**src/hw/rtl/aip_pkg.sv**
```systemverilog
package aip_pkg;

	// counter width for consumed characters (4..32)
	localparam int COUNT_BITS = 16;
	localparam int CONSUMED_BITS = 16;
	localparam logic [COUNT_BITS-1:0] COUNT_MAX = {COUNT_BITS{1'b1}};

	// config register indexes
	localparam logic CFG_BASE_SELECT = 1'b0;
	localparam logic CFG_SIGNED_MODE = 1'b1;
	localparam int CFG_DATA_BITS = 5;

	// characters of interest
	localparam logic [7:0] CH_NUL = 8'h00;
	localparam logic [7:0] CH_ZERO = 8'h30;
	localparam logic [7:0] CH_NINE = 8'h39;
	localparam logic [7:0] CH_LO_A = 8'h61;
	localparam logic [7:0] CH_LO_F = 8'h66;
	localparam logic [7:0] CH_UP_A = 8'h41;
	localparam logic [7:0] CH_UP_F = 8'h46;
	localparam logic [7:0] CH_X = 8'h78;
	localparam logic [7:0] CH_MINUS = 8'h2d;

	// bases
	localparam logic [4:0] BASE_AUTO = 5'd0;
	localparam logic [4:0] BASE_DEC = 5'd10;
	localparam logic [4:0] BASE_HEX = 5'd16;

	typedef enum logic [5:0] {
		PH_IDLE   = 6'b000001,
		PH_PREFIX = 6'b000010,
		PH_ZERO   = 6'b000100,
		PH_AUTO0  = 6'b001000,
		PH_AUTO0X = 6'b010000,
		PH_DIGITS = 6'b100000
	} aip_phase_t;

	typedef struct packed {
		logic [7:0] ch;
		logic       first;
	} aip_in_t;

	typedef struct packed {
		logic [63:0]              value;
		logic [CONSUMED_BITS-1:0] consumed;
	} aip_out_t;

	typedef struct packed {
		logic [4:0] base_select;
		logic       signed_mode;
	} aip_cfg_t;

	typedef struct packed {
		aip_phase_t            phase;
		logic                  neg;
		logic [63:0]           acc;
		logic [COUNT_BITS-1:0] cnt;
		logic [4:0]            base;
	} aip_state_t;

	// saturating count step
	function automatic logic [COUNT_BITS-1:0] sat_inc(input logic [COUNT_BITS-1:0] c);
		logic [COUNT_BITS-1:0] r;
		r = (c == COUNT_MAX) ? c : c + COUNT_BITS'(1);
		return r;
	endfunction

endpackage

```
**src/hw/rtl/aip_core.sv**
```systemverilog
module aip_core import aip_pkg::*; (
	input  aip_state_t st,
	input  aip_in_t    item,
	input  aip_cfg_t   cfg,
	output aip_state_t nxt,
	output logic       emit,
	output aip_out_t   res
);

	aip_state_t  w;
	logic        want_prefix;
	logic        want_digit;
	logic        is_dec;
	logic        is_lo;
	logic        is_up;
	logic [3:0]  dval;
	logic [63:0] prod;
	logic [31:0] cnt_ext;

	// one character through the parse
	always_comb begin
		w = st;
		want_prefix = 1'b0;
		want_digit = 1'b0;
		emit = 1'b0;
		is_dec = 1'b0;
		is_lo = 1'b0;
		is_up = 1'b0;
		dval = 4'd0;
		prod = 64'd0;

		if (item.first) begin
			w.neg = 1'b0;
			w.acc = 64'd0;
			w.cnt = '0;
			if (cfg.base_select == BASE_AUTO && item.ch == CH_ZERO) begin
				w.base = BASE_DEC;
				w.cnt = COUNT_BITS'(1);
				w.phase = PH_AUTO0;
			end else begin
				w.base = (cfg.base_select == BASE_AUTO) ? BASE_DEC : cfg.base_select;
				if (cfg.signed_mode && item.ch == CH_MINUS) begin
					w.neg = 1'b1;
					w.cnt = COUNT_BITS'(1);
					w.phase = PH_PREFIX;
				end else begin
					want_prefix = 1'b1;
				end
			end
		end else begin
			unique case (st.phase)
				PH_PREFIX: want_prefix = 1'b1;
				PH_ZERO: begin
					if (item.ch == CH_X) begin
						w.cnt = sat_inc(st.cnt);
						w.phase = PH_DIGITS;
					end else begin
						want_digit = 1'b1;
					end
				end
				PH_AUTO0: begin
					if (item.ch == CH_X) begin
						w.phase = PH_AUTO0X;
					end else begin
						w.base = BASE_DEC;
						want_digit = 1'b1;
					end
				end
				PH_AUTO0X: begin
					if (item.ch == CH_NUL) begin
						w.base = BASE_DEC;
						emit = 1'b1;
					end else begin
						// "0x" confirmed: hex, prefix counted
						w.base = BASE_HEX;
						w.cnt = COUNT_BITS'(2);
						want_digit = 1'b1;
					end
				end
				PH_DIGITS: want_digit = 1'b1;
				default: ;
			endcase
		end

		// optional 0x prefix in hex
		if (want_prefix) begin
			if (w.base == BASE_HEX && item.ch == CH_ZERO) begin
				w.cnt = sat_inc(w.cnt);
				w.phase = PH_ZERO;
			end else begin
				want_digit = 1'b1;
			end
		end

		// digit decode and multiply-add
		is_dec = (item.ch >= CH_ZERO) && (item.ch <= CH_NINE);
		is_lo = (w.base == BASE_HEX) && (item.ch >= CH_LO_A) && (item.ch <= CH_LO_F);
		is_up = (w.base == BASE_HEX) && (item.ch >= CH_UP_A) && (item.ch <= CH_UP_F);
		if (is_dec)
			dval = 4'(item.ch - CH_ZERO);
		else if (is_lo)
			dval = 4'(item.ch - CH_LO_A + 8'd10);
		else
			dval = 4'(item.ch - CH_UP_A + 8'd10);
		prod = w.acc * {59'd0, w.base};

		if (want_digit) begin
			if (is_dec || is_lo || is_up) begin
				w.acc = prod + {60'd0, dval};
				w.cnt = sat_inc(w.cnt);
				w.phase = PH_DIGITS;
			end else begin
				emit = 1'b1;
			end
		end

		if (emit)
			w.phase = PH_IDLE;
	end

	assign nxt = w;

	// result fields, taken from the next parse state
	assign cnt_ext = 32'(w.cnt);
	assign res.value = w.neg ? (64'd0 - w.acc) : w.acc;
	assign res.consumed = (cnt_ext > 32'(16'hFFFF)) ? 16'hFFFF : cnt_ext[CONSUMED_BITS-1:0];

endmodule

```
**src/hw/rtl/aip_out.sv**
```systemverilog
module aip_out import aip_pkg::*; (
	input  logic     clk,
	input  logic     arst_n,
	input  logic     load,
	input  aip_out_t din,
	output logic     free,
	output logic     result_valid,
	input  logic     result_stall,
	output aip_out_t result
);

	logic     valid_q;
	aip_out_t data_q;

	// slot can take a beat when empty or being drained
	assign free = !valid_q || !result_stall;

	always_ff @(posedge clk or negedge arst_n) begin
		if (!arst_n) begin
			valid_q <= 1'b0;
		end else if (free) begin
			valid_q <= load;
		end
	end

	always_ff @(posedge clk) begin
		if (free && load) begin
			data_q <= din;
		end
	end

	assign result_valid = valid_q;
	assign result = data_q;

endmodule

```
**src/hw/rtl/ascii_integer_parser.sv**
```systemverilog
// Channel | Signals                          | Beat
// --------+----------------------------------+-------------------------------
// item    | item_valid, item_stall, item     | one character and first flag
// result  | result_valid, result_stall, result | parsed value and consumed count
// config  | cfg_we, cfg_index, cfg_data      | register write, no read-back
//
// One character per cycle sustained unless a stalled result holds a character.
// A character is registered, then the parse step (multiply-add by the base)
// updates the state and the result register.
// Reset clears the parse state and sets base_select = 0, signed_mode = 1.
// A stalled result blocks only a character that ends a string; others pass.
module ascii_integer_parser import aip_pkg::*; (
	input  logic                     clk,
	input  logic                     arst_n,
	input  logic                     item_valid,
	output logic                     item_stall,
	input  aip_in_t                  item,
	output logic                     result_valid,
	input  logic                     result_stall,
	output aip_out_t                 result,
	input  logic                     cfg_we,
	input  logic                     cfg_index,
	input  logic [CFG_DATA_BITS-1:0] cfg_data
);

	aip_cfg_t   cfg_q;
	aip_state_t st_q;
	aip_state_t st_nxt;
	aip_in_t    item_s1;
	logic       valid_s1;
	logic       emit;
	aip_out_t   res;
	logic       out_free;
	logic       advance;
	logic       take;

	// config registers
	always_ff @(posedge clk or negedge arst_n) begin
		if (!arst_n) begin
			cfg_q.base_select <= BASE_AUTO;
			cfg_q.signed_mode <= 1'b1;
		end else if (cfg_we) begin
			unique case (cfg_index)
				CFG_BASE_SELECT: cfg_q.base_select <= cfg_data[4:0];
				CFG_SIGNED_MODE: cfg_q.signed_mode <= cfg_data[0];
				default: ;
			endcase
		end
	end

	// parse step moves on unless its result has nowhere to go
	assign advance = valid_s1 && (!emit || out_free);
	assign item_stall = valid_s1 && !advance;
	assign take = item_valid && !item_stall;

	// input register
	always_ff @(posedge clk or negedge arst_n) begin
		if (!arst_n) begin
			valid_s1 <= 1'b0;
		end else if (take) begin
			valid_s1 <= 1'b1;
		end else if (advance) begin
			valid_s1 <= 1'b0;
		end
	end

	always_ff @(posedge clk) begin
		if (take) begin
			item_s1 <= item;
		end
	end

	aip_core u_core (
		.st   (st_q),
		.item (item_s1),
		.cfg  (cfg_q),
		.nxt  (st_nxt),
		.emit (emit),
		.res  (res)
	);

	// parse state
	always_ff @(posedge clk or negedge arst_n) begin
		if (!arst_n) begin
			st_q.phase <= PH_IDLE;
			st_q.neg <= 1'b0;
			st_q.acc <= 64'd0;
			st_q.cnt <= '0;
			st_q.base <= BASE_DEC;
		end else if (advance) begin
			st_q <= st_nxt;
		end
	end

	aip_out u_out (
		.clk          (clk),
		.arst_n       (arst_n),
		.load         (advance && emit),
		.din          (res),
		.free         (out_free),
		.result_valid (result_valid),
		.result_stall (result_stall),
		.result       (result)
	);

`ifndef SYNTHESIS
	// a held character keeps its beat until it can finish
	a_hold_s1: assert property (@(posedge clk) disable iff (!arst_n)
		(valid_s1 && !advance) |=> (valid_s1 && $stable(item_s1)))
		else $error("held character lost or changed");

	// a finished string leaves the parser idle
	a_emit_idle: assert property (@(posedge clk) disable iff (!arst_n)
		(advance && emit) |=> (st_q.phase == PH_IDLE))
		else $error("parser not idle after result");

	// within a string the count never drops
	a_cnt_mono: assert property (@(posedge clk) disable iff (!arst_n)
		(advance && !item_s1.first) |=> (st_q.cnt >= $past(st_q.cnt)))
		else $error("consumed count decreased");

	// a result is loaded only into a free slot
	a_out_load: assert property (@(posedge clk) disable iff (!arst_n)
		(advance && emit && result_valid && result_stall) |-> 1'b0)
		else $error("result overwritten while stalled");
`endif

endmodule

```
**config.mk**
```make
export PLATFORM = sky130hd
export DESIGN_NAME = ascii_integer_parser
export DESIGN_NICKNAME = d
export VERILOG_FILES = /design/src/hw/rtl/aip_pkg.sv /design/src/hw/rtl/aip_core.sv /design/src/hw/rtl/aip_out.sv /design/src/hw/rtl/ascii_integer_parser.sv
export SDC_FILE = /design/constraint.sdc
export NUM_CORES = 1
export LEC_CHECK = 0
export BUFFER_PORTS_ARGS = -buffer_cell sky130_fd_sc_hd__buf_2
export CORE_ASPECT_RATIO = 1.4
export CORE_UTILIZATION = 58
export DETAILED_ROUTE_END_ITERATION = 8
export PLACE_DENSITY = 0.84
export SLEW_MARGIN = 30
export SYNTH_ARGS = -nofsm -noshare
export SYNTH_HDL_FRONTEND = slang
export SYNTH_HIERARCHICAL = 1
export SYNTH_SLANG_ARGS = --single-unit
export TNS_END_PERCENT = 5
```
**constraint.sdc**
```tcl
create_clock -name clk -period 7.4 [get_ports clk]
set_input_delay 0.37 -clock clk [delete_from_list [all_inputs] [get_ports clk]]
set_output_delay 0.37 -clock clk [all_outputs]
set_load 0.1 [all_outputs]
```
==> flow_metrics.env <==
export IMPL_outcome="complete, but fails checks"
export IMPL_violations="negative setup slack"
export IMPL_cts_buffer_depth=2
export IMPL_cts_made_buffers=17
export IMPL_rows=87
export IMPL_irDropWorstVdd_v=0.000185
export IMPL_vias=22700
export IMPL_layout_area_overhead_vs_synth_pct=22.0
export IMPL_mostFrequentLayoutCells="inv_1 (317), nor2_1 (311), buf_4 (284), nand2_1 (224), fa_1 (179)"
export IMPL_clkSinkCount=189
export IMPL_hold_violations=0
export IMPL_crit_start="item_s1[2]"
export IMPL_path_max_fanout=5
export IMPL_synth_nets=3124
export IMPL_cp_data_arrival_time_ns=7.63
export IMPL_dp_cells=3555
export IMPL_internal_power_mw=1.96
export IMPL_place_congestion=1.04
export IMPL_firstDrtPassIters=8
export IMPL_p_sw_mw=1.19
export IMPL_crit_path_end_kind="flip-flop"
export IMPL_finalPower_mw=3.16
export IMPL_p_leak_nw=13.4
export IMPL_syn_inst=2788
export IMPL_ant_nets=0
export IMPL_fin_ws_ns=-0.000927
export IMPL_synth_distinct_cells=89
export IMPL_wirelength_mm=78.9
export IMPL_slowest_stage="fa_1"
export IMPL_grt_max_degree=93
export IMPL_report_final_slew_viol_count=0
export IMPL_ys_async_sr_fraction_pct=52.9
export IMPL_start_util_pct=58.9
export IMPL_p_comb_share_pct=31.5
export IMPL_final_common_cell="inv_1"
export IMPL_slew_limit_headroom_pct=39.6
export IMPL_cts_root_buf="clkbuf_16"
export IMPL_io_pins=102
export IMPL_crit_required_ns=7.63
export IMPL_seq_power_share_pct=38.2
export IMPL_final_period_utilization_pct=100
export IMPL_synth_area_um2=23800
export IMPL_ys_warn_count=6
export IMPL_die_h_um=242
export IMPL_holdCritStartpoint="item[6]"
export IMPL_post_route_cells_drive_above_1_share_pct=26.0
export IMPL_clk_latency_ns=0.48
export IMPL_clk_pin_slew_ns=0.08
export IMPL_fmax_mhz=135
export IMPL_wl_per_cell_um=21.7
export IMPL_min_period_ns=7.40
export IMPL_num_antenna_cells=0
export IMPL_maxCapViolCount=0
export IMPL_clkPwrFrac_pct=30.4
export IMPL_pre_cts_slack_ns=-0.398
export IMPL_skew_ns=0.00794
export IMPL_grt_pass1_vias=23300
export IMPL_dieArea_um2=41800
export IMPL_syn_mean_instance_area_um2=8.53
export IMPL_finalInstanceArea_um2=29000
export IMPL_grt_pass1_wl_mm=120
export IMPL_worstMarginPinSlew_ns=0.898
export IMPL_final_cells=3633
export IMPL_antenna_found_initial=0
export IMPL_drtIter0Drc=2083
export IMPL_htreeDepth=4
export IMPL_holdWs_ns=0.0609
export IMPL_die_width_um=173
export IMPL_path_class="flip-flop to flip-flop"
export IMPL_synth_main_ff_cell="dfrtp_1"
export IMPL_critical_path_max_stage_delay_ns=0.56
export IMPL_power_density_nw_per_um2=109
export IMPL_crit_path_frequent_cell="buf_4"
export IMPL_hp_class="input port to flip-flop"
export IMPL_finalSetupViolCount=1
export IMPL_dp_hpwl_mm=58.3
export IMPL_core_um2=40400
export IMPL_r2r_start="item_s1[2]"
export IMPL_start_kind="flip-flop"
export IMPL_synth_seq_cells=189
export IMPL_nNetsFinal=3422
export IMPL_rsz0062_at_grt="yes"
export IMPL_drc=0
export IMPL_io_buffer_count=101
export IMPL_vias_per_cell=6.25
export IMPL_cts_tree="done"
export IMPL_switching_share_pct=37.9
export IMPL_placed_cell_area_um2=26500
export IMPL_yosysSeqAreaShare_pct=21.8
export IMPL_grtUsageTotal_pct=36.5
export IMPL_grt_overflow_total=0
export IMPL_synth_edff_count=89
## area by class of cell
class / instances / area [um^2]
fillers: 2919 / 11400
clock inverters: 14 / 159
flip-flops and latches: 189 / 5180
multi-input cells: 2124 / 18100
well taps: 534 / 668
clock buffers: 18 / 429
repair buffers: 421 / 3210
inverters: 333 / 1250
## power groups by stage
| stage | combinational, mW | sequential, mW | clock, mW |
|---|---|---|---|
| after floorplan | 0.358 | 1.44 | 0 |
| after global placement | 0.887 | 1.22 | 0 |
| after detailed placement | 0.903 | 1.22 | 0 |
| after CTS | 0.915 | 1.20 | 0.978 |
| after global routing | 1.02 | 1.21 | 1.01 |
| final | 0.993 | 1.20 | 0.959 |
## through the flow
step                      utilization, %  setup TNS, ns
after global routing                71.8          -2.90
after CTS                           67.7        -0.0339
after global placement              65.7          -2.45
after detailed placement            65.7          -5.09
after floorplan                        -              0
final                               71.8      -0.000927
## per-layer routing
| layer | vias up | global-route usage (%) | routed length [um] |
|---|---|---|---|
| met5 | - | 0 | 0 |
| met4 | 0 | 26.4 | 6040 |
| met3 | 384 | 5.31 | 5540 |
| met1 | 11000 | 40.4 | 27900 |
| li1 | 10100 | - | - |
| met2 | 1217 | 63.9 | 39500 |
## path summary, 6_finish.rpt
kind	endpoint	slack (ns)	cells past startpoint
max	u_out/result[57]	-0.0009	28
min reg2reg	st_q[4]	0.52	1
min	item_s1[6]	0.06	1
max reg2reg	u_out/result[57]	-0.0009	28
min in group asynchronous	st_q[17]	0.51	2
max in group asynchronous	st_q[7]	5.58	3
## flip-flops by register name, indices dropped and copies added (netlist names)
name and flops:
st_q 92, u_out/result 80, item_s1 9, cfg_q 6, u_out/result_valid 1, valid_s1 1
## repair_timing
item,CTS,global route
pin swaps,14,156
gates resized for setup,52,257
endpoints found under the hold margin,27,0
hold buffers,1,0
gates cloned,0,3
buffers inserted,1,41
endpoints found under the setup margin,28,36
## cells in the mapped netlist, types with 50 or more instances
cell	number	area share, %
xnor2_1	76	2.8
edfxtp_1	89	11
a21oi_1	142	3.0
and2_1	136	3.6
nand2_1	230	3.6
ha_1	134	7.1
nor2_1	328	5.2
mux2_4	80	5.1
clkbuf_1	93	1.5
nor3_1	50	1.1
o21ai_0	140	2.9
nand3_1	64	1.3
inv_1	332	5.2
xor2_1	54	2.0
fa_1	182	15
dfrtp_1	96	10
## worst max-delay path, delay by kind of cell, from the launching register on
kind | cells | cell delay (ns)
adder cells (fa/ha/maj) | 5 | 1.94
flip-flops | 1 | 0.41
AND/OR/NAND/NOR | 7 | 1.77
buffers and inverters | 7 | 1.02
XOR/XNOR | 2 | 0.23
AO/OA/AOI/OAI | 7 | 1.75
## kinds of logic (layout without fill, tap and decap cells)
group / after synthesis / in the layout / synth area share, %
simple gates: 1022 / 1022 / 21.1
compound gates: 530 / 530 / 14.4
buf+inv: 475 / 786 / 8.40
fa+ha+maj: 316 / 316 / 22.4
flops: 189 / 189 / 21.8
xor+xnor: 131 / 131 / 4.86
mux: 125 / 125 / 7.07
No activity file was read; power rests on OpenSTA's default activity.
